$ cat src/sv/tcpq_pkg.sv
// Shared types and codes for the three-class strict-priority order queue.
// Used by the per-class FIFO and by the top level; depends on nothing else.
package tcpq_pkg;

  localparam int ID_W        = 32;
  localparam int QTY_W       = 16;
  localparam int ENTRY_W     = ID_W + QTY_W;
  localparam int STATUS_W    = 2;
  localparam int CLS_W       = 2;
  localparam int NUM_CLASSES = 3;

  localparam logic REQ_ENQUEUE = 1'b0;
  localparam logic REQ_DEQUEUE = 1'b1;

  localparam logic [CLS_W-1:0] CLS_EXPRESS = 2'd0;
  localparam logic [CLS_W-1:0] CLS_VIP     = 2'd1;
  localparam logic [CLS_W-1:0] CLS_NORMAL  = 2'd2;

  localparam logic [STATUS_W-1:0] STATUS_ENQUEUED = 2'd0;
  localparam logic [STATUS_W-1:0] STATUS_DEQUEUED = 2'd1;
  localparam logic [STATUS_W-1:0] STATUS_EMPTY    = 2'd2;
  localparam logic [STATUS_W-1:0] STATUS_FULL     = 2'd3;

  typedef struct packed {
    logic push;
    logic pop;
  } fifo_ctrl_t;

  typedef struct packed {
    logic empty;
    logic full;
  } fifo_flags_t;

endpackage

$ cat src/sv/tcpq_fifo.sv
// One class queue: a FIFO of DEPTH order entries with registered read data.
// Depends on tcpq_pkg for the entry width and the control and flag structs.
module tcpq_fifo #(
  parameter int DEPTH = 16
) (
  input  logic                         clk,
  input  logic                         rst,
  input  tcpq_pkg::fifo_ctrl_t         ctrl,
  input  logic [tcpq_pkg::ENTRY_W-1:0] wr_data,
  output tcpq_pkg::fifo_flags_t        flags,
  output logic [tcpq_pkg::ENTRY_W-1:0] rd_data
);
  import tcpq_pkg::*;

  localparam int PTR_W = (DEPTH > 1) ? $clog2(DEPTH) : 1;
  localparam int CNT_W = $clog2(DEPTH + 1);

  logic [ENTRY_W-1:0] mem [DEPTH];
  logic [PTR_W-1:0]   wptr;
  logic [PTR_W-1:0]   rptr;
  logic [CNT_W-1:0]   count;
  logic [PTR_W-1:0]   wptr_next;
  logic [PTR_W-1:0]   rptr_next;
  logic [CNT_W-1:0]   count_next;

  always_comb begin
    wptr_next  = wptr;
    rptr_next  = rptr;
    count_next = count;
    if (ctrl.push) begin
      wptr_next = (wptr == PTR_W'(DEPTH - 1)) ? '0 : wptr + 1'b1;
    end
    if (ctrl.pop) begin
      rptr_next = (rptr == PTR_W'(DEPTH - 1)) ? '0 : rptr + 1'b1;
    end
    case ({ctrl.push, ctrl.pop})
      2'b10:   count_next = count + 1'b1;
      2'b01:   count_next = count - 1'b1;
      default: count_next = count;
    endcase
  end

  always_ff @(posedge clk) begin
    if (rst) begin
      wptr  <= '0;
      rptr  <= '0;
      count <= '0;
    end else begin
      wptr  <= wptr_next;
      rptr  <= rptr_next;
      count <= count_next;
    end
  end

  always_ff @(posedge clk) begin
    if (ctrl.push) begin
      mem[wptr] <= wr_data;
    end
    if (ctrl.pop) begin
      rd_data <= mem[rptr];
    end
  end

  assign flags.empty = (count == '0);
  assign flags.full  = (count == CNT_W'(DEPTH));

endmodule

$ cat src/sv/three_class_priority_queue_unit.sv
// Top level of the three-class strict-priority order queue.
// Depends on tcpq_pkg and instantiates one tcpq_fifo for each class.
//
//   channel   direction  handshake            payload
//   request   in         req_valid/req_stall  req_type, priority_class, order_id, quantity
//   response  out        rsp_valid/rsp_stall  status, out_class, out_order_id, out_quantity
//
// One item is accepted per cycle while req_stall is low; its result passes the middle
// stage and then the output register before it can be taken.
// The decision is made from the class counts at acceptance, the FIFO read port
// registers the popped entry, and the output register holds the result.
// Reset empties all three classes; stored entries are not cleared.
// A stalled response backs up into the middle stage and then stalls the request side.
module three_class_priority_queue_unit #(
  parameter int CLASS_DEPTH = 16
) (
  input  logic                          clk,
  input  logic                          rst,
  input  logic                          req_valid,
  output logic                          req_stall,
  input  logic                          req_type,
  input  logic [tcpq_pkg::CLS_W-1:0]    priority_class,
  input  logic [tcpq_pkg::ID_W-1:0]     order_id,
  input  logic [tcpq_pkg::QTY_W-1:0]    quantity,
  output logic                          rsp_valid,
  input  logic                          rsp_stall,
  output logic [tcpq_pkg::STATUS_W-1:0] status,
  output logic [tcpq_pkg::CLS_W-1:0]    out_class,
  output logic [tcpq_pkg::ID_W-1:0]     out_order_id,
  output logic [tcpq_pkg::QTY_W-1:0]    out_quantity
);
  import tcpq_pkg::*;

  fifo_ctrl_t         ctrl  [NUM_CLASSES];
  fifo_flags_t        flags [NUM_CLASSES];
  logic [ENTRY_W-1:0] rd_data [NUM_CLASSES];

  logic                accept;
  logic                out_load;
  logic [CLS_W-1:0]    enq_class;
  logic [STATUS_W-1:0] dec_status;
  logic [CLS_W-1:0]    dec_class;
  logic                s1_valid;
  logic [STATUS_W-1:0] s1_status;
  logic [CLS_W-1:0]    s1_class;
  logic [ENTRY_W-1:0]  s1_entry;

  assign out_load  = s1_valid && !(rsp_valid && rsp_stall);
  assign req_stall = s1_valid && !out_load;
  assign accept    = req_valid && !req_stall;

  always_comb begin
    if (priority_class == CLS_EXPRESS) begin
      enq_class = CLS_EXPRESS;
    end else if (priority_class == CLS_VIP) begin
      enq_class = CLS_VIP;
    end else begin
      enq_class = CLS_NORMAL;
    end
  end

  always_comb begin
    for (int c = 0; c < NUM_CLASSES; c++) begin
      ctrl[c] = '0;
    end
    dec_status = STATUS_EMPTY;
    dec_class  = CLS_EXPRESS;
    if (req_type == REQ_ENQUEUE) begin
      if (flags[enq_class].full) begin
        dec_status = STATUS_FULL;
      end else begin
        dec_status = STATUS_ENQUEUED;
        ctrl[enq_class].push = accept;
      end
    end else if (!flags[CLS_EXPRESS].empty) begin
      dec_status = STATUS_DEQUEUED;
      dec_class  = CLS_EXPRESS;
      ctrl[CLS_EXPRESS].pop = accept;
    end else if (!flags[CLS_VIP].empty) begin
      dec_status = STATUS_DEQUEUED;
      dec_class  = CLS_VIP;
      ctrl[CLS_VIP].pop = accept;
    end else if (!flags[CLS_NORMAL].empty) begin
      dec_status = STATUS_DEQUEUED;
      dec_class  = CLS_NORMAL;
      ctrl[CLS_NORMAL].pop = accept;
    end
  end

  for (genvar g = 0; g < NUM_CLASSES; g++) begin : g_class
    tcpq_fifo #(
      .DEPTH (CLASS_DEPTH)
    ) u_fifo (
      .clk     (clk),
      .rst     (rst),
      .ctrl    (ctrl[g]),
      .wr_data ({order_id, quantity}),
      .flags   (flags[g]),
      .rd_data (rd_data[g])
    );
  end

  always_comb begin
    case (s1_class)
      CLS_EXPRESS: s1_entry = rd_data[CLS_EXPRESS];
      CLS_VIP:     s1_entry = rd_data[CLS_VIP];
      CLS_NORMAL:  s1_entry = rd_data[CLS_NORMAL];
      default:     s1_entry = '0;
    endcase
  end

  always_ff @(posedge clk) begin
    if (rst) begin
      s1_valid  <= 1'b0;
      rsp_valid <= 1'b0;
    end else begin
      if (accept) begin
        s1_valid <= 1'b1;
      end else if (out_load) begin
        s1_valid <= 1'b0;
      end
      if (out_load) begin
        rsp_valid <= 1'b1;
      end else if (!rsp_stall) begin
        rsp_valid <= 1'b0;
      end
    end
  end

  always_ff @(posedge clk) begin
    if (accept) begin
      s1_status <= dec_status;
      s1_class  <= dec_class;
    end
    if (out_load) begin
      status <= s1_status;
      if (s1_status == STATUS_DEQUEUED) begin
        out_class    <= s1_class;
        out_order_id <= s1_entry[ENTRY_W-1:QTY_W];
        out_quantity <= s1_entry[QTY_W-1:0];
      end else begin
        out_class    <= CLS_EXPRESS;
        out_order_id <= '0;
        out_quantity <= '0;
      end
    end
  end

  // A class that reports full must never take another entry.
  assert property (@(posedge clk) disable iff (rst)
    !((ctrl[CLS_EXPRESS].push && flags[CLS_EXPRESS].full) ||
      (ctrl[CLS_VIP].push && flags[CLS_VIP].full) ||
      (ctrl[CLS_NORMAL].push && flags[CLS_NORMAL].full)))
    else $error("push into a full class");

  // A dequeue may only be served from a lower class when every higher class is empty.
  assert property (@(posedge clk) disable iff (rst)
    (!ctrl[CLS_VIP].pop || flags[CLS_EXPRESS].empty) &&
    (!ctrl[CLS_NORMAL].pop || (flags[CLS_EXPRESS].empty && flags[CLS_VIP].empty)))
    else $error("priority order violated on dequeue");

  // A dequeue accepted while all classes are empty reports the empty status.
  assert property (@(posedge clk) disable iff (rst)
    (accept && req_type == REQ_DEQUEUE && flags[CLS_EXPRESS].empty &&
     flags[CLS_VIP].empty && flags[CLS_NORMAL].empty) |=> (s1_status == STATUS_EMPTY))
    else $error("dequeue on empty queue not reported as empty");

  // Results other than a dequeue carry zero in the order fields.
  assert property (@(posedge clk) disable iff (rst)
    (rsp_valid && status != STATUS_DEQUEUED) |->
      (out_class == CLS_EXPRESS && out_order_id == '0 && out_quantity == '0))
    else $error("non-dequeue result carries order data");

endmodule

$ cat config.mk
export PLATFORM = sky130hd
export DESIGN_NAME = three_class_priority_queue_unit
export DESIGN_NICKNAME = d
export VERILOG_FILES = /design/src/sv/tcpq_pkg.sv /design/src/sv/tcpq_fifo.sv /design/src/sv/three_class_priority_queue_unit.sv
export SDC_FILE = /design/constraint.sdc
export NUM_CORES = 2
export LEC_CHECK = 0
export ABC_AREA = 1
export BUFFER_PORTS_ARGS = -buffer_cell sky130_fd_sc_hd__buf_2
export CELL_PAD_IN_SITES_DETAIL_PLACEMENT = 1
export CELL_PAD_IN_SITES_GLOBAL_PLACEMENT = 1
export CORE_ASPECT_RATIO = 0.9
export CORE_MARGIN = 2
export CORE_UTILIZATION = 35
export DETAILED_ROUTE_END_ITERATION = 8
export PLACE_DENSITY = 0.68
export SYNTH_ARGS = -nofsm -noshare
export SYNTH_HDL_FRONTEND = slang
export SYNTH_SLANG_ARGS = --single-unit
$ cat constraint.sdc
create_clock -name clk -period 15.5 [get_ports clk]
set_clock_uncertainty 0.05 [all_clocks]
set_input_delay 1.55 -clock clk [delete_from_list [all_inputs] [get_ports clk]]
set_output_delay 1.55 -clock clk [all_outputs]
set_load 0.02 [all_outputs]
==> results.env <==
RUN_STATUS='complete, no violations'
CTS.ROOT.BUFFER_CELL='sky130_fd_sc_hd__clkbuf_16'
DRT_ITER0_DRC=5747
NETLIST-CELL-TYPE-COUNT=45
TIMING_MAX_TRANSITION_VIOLATIONS_FINAL=0
NFILLCELLS=28661
TIGHTESTPINTRANSITION_NS=1.27
CLKLATENCYLATEPIN_NS=0.96
POST_DRT_WL_PER_CELL_UM=26.8
SLEW-LIMIT-HEADROOM_PCT=15.6
SYNTH_AREA_LEADERS='sky130_fd_sc_hd__edfxtp_1 76%, sky130_fd_sc_hd__nor2_1 4.9%, sky130_fd_sc_hd__o21ai_0 4.6%, sky130_fd_sc_hd__nand2_1 1.9%, sky130_fd_sc_hd__mux2i_1 1.5%'
AVERAGE_FOOTPRINT_OF_A_SYNTHESIZED_CELL_UM2=14.0
CAP_VIOL_MAX_COUNT=0
ROUTABILITYCONGESTION=0.808
WORST-PATH-STAGES=9
FIN_TNS_SETUP_NS=0
CORE_AREA_MM2=0.282
RSZ0062_AT_GRT='no'
REG_TO_REG_CRITICAL_PATH_ENDPOINT='g_class[0].u_fifo.rd_data[26]$_DFFE_PP_'
CTS_MADE_BUFFERS=286
LAYOUT-AREA-OVERHEAD-VS-SYNTH_PCT=12.9
CRIT_PATH_MAX_FANOUT=109
TRACK_USAGE_PCT=20.3
CP.REQUIRED_NS=16.21
PATH_CLASS='register to register'
RESIDUAL_OVERFLOW_FROM_GLOBAL_ROUTING=0
INITIAL_CORE_UTILIZATION_PCT=35.2
SLOWEST_DELAY_NS=0.95
WORST_SETUP_PATH_END_KIND='register'
NETLIST.AREA_LEADER.SHARE_PCT=75.8
TRITONCTS_NUM_SINKS=2545
FF2FF_PATH_DEPTH=9
YOSYS_REGISTER_BITS=2545
FLOORPLAN.DIE_AREA_MM2=0.288
TRITONCTS_CLOCK_TREE='yes'
SYNTHDOMINANTAREACELLTYPE='sky130_fd_sc_hd__edfxtp_1'
IO_PINS=109
FRACTION_OF_LAYOUT_INSTANCES_USING_A_DRIVE_STRENGTH_ABOVE_1_PCT=9.88
CRITPATHMOSTFREQUENTCELL='sky130_fd_sc_hd__buf_4'
PEAKVDDDROP_mV=0.119
SYNTH_TOP_FLOP_CELL='sky130_fd_sc_hd__edfxtp_1'
POSTCTSHOLDBUFS=0
WORST_PATH_SLOWEST_CELL='sky130_fd_sc_hd__buf_4'
SYNTH_ENABLE_FLOP_CELLS=2504
INITIAL_ANTENNA_VIOLATION_COUNT=16
CPLARGESTDELAYFAMILY='buffers and inverters'
POST-ROUTE-PERIOD-UTIL_PCT=30.1
WORST_SETUP_PATH_STARTPOINT='g_class[0].u_fifo.rptr[0]$_SDFFE_PP0P_'
VIAS_IN_THE_FIRST_GLOBAL_ROUTE=63551
SYNTH_AREA_MM2=0.0992
NETLIST_INSTANCES=7071
CTS.PATH.MAX_BUFFERS=4
WORSTPATHARRIVAL_NS=5.38
POSTROUTEANTENNANETS=0
CTS.REPORTEDPATHS.CLKPINSLEW_NS=0.06
YS.WARNINGS.COUNT=0
POWER.DENSITY_CELL_AREA_mW_PER_MM2=134
SYNTHARSTFLOPSHARE_PCT=0
CRIT_CHAIN='buf_4 > buf_4 > buf_4 > nor2_1 > nor2_1 > o21ai_0 > o211ai_1 > nand3_1 > nand3_1'
PLACEMENT_ROWS=185
HTREE_DEPTH=5
DR_TOTAL_VIAS=61146
CELLLEAKAGEPOWER_uW=0.0353
PATH_BUF_INV=3
GRT_FIRST_PASS_WIRELENGTH_UM=431000
DRT-VIAS-PER-INSTANCE=5.53
FINAL.MIN_CLOCK_PERIOD_NS=4.67
TIMING.FINAL.SETUP_VIOLATIONS=0
SYNTH_SEQ_AREA_SHARE_PCT=76.6
MULTIINPUTGATEAREA_MM2=0.0208
NUM-NETS-FINAL=7188
POSTSYNTHNETCOUNT=7153
FINAL_HOLD_VIOL_COUNT=0
DIEHEIGHT_UM=509
GRT_START_MAX_NET_PINS=222
TRITONROUTE_PASS_1_ITERS=5
WL_UM=296000
POST-DP-HPWL_UM=160000
SEQCELLAREA_MM2=0.0761
CTS.REPAIR_TIMING.SETUP_BUFFER_COUNT=0
CHIPWIDTH_UM=565
DRC=0
PORTBUFFERS=108
R2R-START='g_class[0].u_fifo.rptr[0]$_SDFFE_PP0P_'
FINAL_CORE_UTIL_PCT=39.7
CRITICAL_PATH.ENDPOINT='g_class[0].u_fifo.rd_data[26]$_DFFE_PP_'
HOLDCRITPATHCLASS='register to register'
POST_CTS_RESIZE_COUNT=0
TIMING.CRITICAL_PATH.FROM_TYPE='register'
MAX_FREQ_MHz=214
R2R_SLACK_NS=10.83
==> tightest hold or removal path, cell delays in order, from the launching register on <==
cell                      delay, ns
sky130_fd_sc_hd__dfxtp_1       0.32
sky130_fd_sc_hd__nand3_2       0.07
sky130_fd_sc_hd__a21oi_1       0.06
==> cells in the final DEF (no fill, tap or decap), types with 65 or more instances in the layout <==
| cell | n |
|---|---|
| sky130_fd_sc_hd__clkbuf_1 | 65 |
| sky130_fd_sc_hd__o22ai_1 | 183 |
| sky130_fd_sc_hd__o221ai_1 | 162 |
| sky130_fd_sc_hd__nand3_1 | 262 |
| sky130_fd_sc_hd__buf_2 | 108 |
| sky130_fd_sc_hd__edfxtp_1 | 2504 |
| sky130_fd_sc_hd__o32ai_1 | 96 |
| sky130_fd_sc_hd__nor2_1 | 1263 |
| sky130_fd_sc_hd__mux2i_1 | 153 |
| sky130_fd_sc_hd__nand2_1 | 492 |
| sky130_fd_sc_hd__clkbuf_16 | 292 |
| sky130_fd_sc_hd__inv_1 | 98 |
| sky130_fd_sc_hd__o211ai_1 | 186 |
| sky130_fd_sc_hd__o21ai_0 | 921 |
| sky130_fd_sc_hd__buf_4 | 116 |
==> cell families after synthesis <==
logic type      after synthesis  synth area share, %
flops                      2545                 76.6
simple gates               2093                 8.36
compound gates             1647                 10.3
buf+inv                     593                 2.72
mux                         153                 1.54
fa+ha+maj                    27                0.363
xor+xnor                     13                0.115
==> layout make-up <==
cell class / instances / share of cell area [%]
well taps: 3740 / 4.18
repair buffers: 226 / 1.30
multi-input cells: 3933 / 18.6
clock buffers: 362 / 6.81
inverters: 114 / 0.415
clock inverters: 121 / 0.759
diodes: 7 / 0.0156
flip-flops and latches: 2545 / 67.9
==> report_power, final <==
part	leakage (uW)	switching, uW	internal, uW	total (uW)
combinational	0.00826	742	227	970
sequential	0.0229	53.2	7630	7690
clock	0.00415	2680	3610	6290
==> Yosys cell counts (all sizes together) (41+ instances only) <==
master	instances
edfxtp	2504
nor2	1297
o21ai	941
nand2	495
clkbuf	291
nand3	266
o211ai	222
buf	188
o22ai	183
o221ai	162
mux2i	153
inv	112
o32ai	96
dfxtp	41
==> flip-flops by register name, summed over array words and instances (netlist names) <==
name,count
g_class.u_fifo.rptr,12
rsp_valid,1
s1_status,2
g_class.u_fifo.rd_data,144
out_order_id,32
out_class,2
s1_valid,1
g_class.u_fifo.wptr,12
g_class.u_fifo.mem,2304
out_quantity,16
status,2
s1_class,2
g_class.u_fifo.count,15
==> how the worst min path moves through the flow <==
| stage | start | to | slack (ns) | cells after the start |
|---|---|---|---|---|
| 2_1_floorplan | s1_status[0]$_DFFE_PN_ | status[0]$_DFFE_PP_ | 0.38 | 0 |
| 3_3_place_gp | g_class[1].u_fifo.count[2]$_SDFFE_PP0P_ | g_class[1].u_fifo.count[2]$_SDFFE_PP0P_ | 0.44 | 2 |
| 3_5_place_dp | s1_valid$_SDFFE_PP0P_ | s1_valid$_SDFFE_PP0P_ | 0.45 | 2 |
| 4_1_cts | s1_valid$_SDFFE_PP0P_ | s1_valid$_SDFFE_PP0P_ | 0.46 | 2 |
| 5_1_grt | s1_valid$_SDFFE_PP0P_ | s1_valid$_SDFFE_PP0P_ | 0.48 | 2 |
| 6_report | s1_valid$_SDFFE_PP0P_ | s1_valid$_SDFFE_PP0P_ | 0.46 | 2 |
==> routing by layer <==
metal | routed length (um) | vias to the layer above | share of wire [%] | track usage (%)
met5 | 76 | - | 0.026 | 0
met4 | 11300 | 12 | 3.8 | 7.95
met3 | 16400 | 549 | 5.6 | 2.69
met1 | 126000 | 32063 | 42 | 27.1
met2 | 142000 | 1928 | 48 | 33.4
li1 | - | 26594 | - | -
==> metrics by stage <==
step	instances	hold WS, ns	setup slack (ns)	total power, uW	area (um2)
detailed placement	10558	0.448	10.47	8800	103000
finish	11048	0.458	10.83	14900	112000
global route	11042	0.476	10.49	15400	112000
global placement	10558	0.436	10.48	8760	103000
floorplan	7071	0.376	9.27	8380	99200
CTS	11041	0.461	10.78	15100	112000
(Power assumes the default switching activity.)
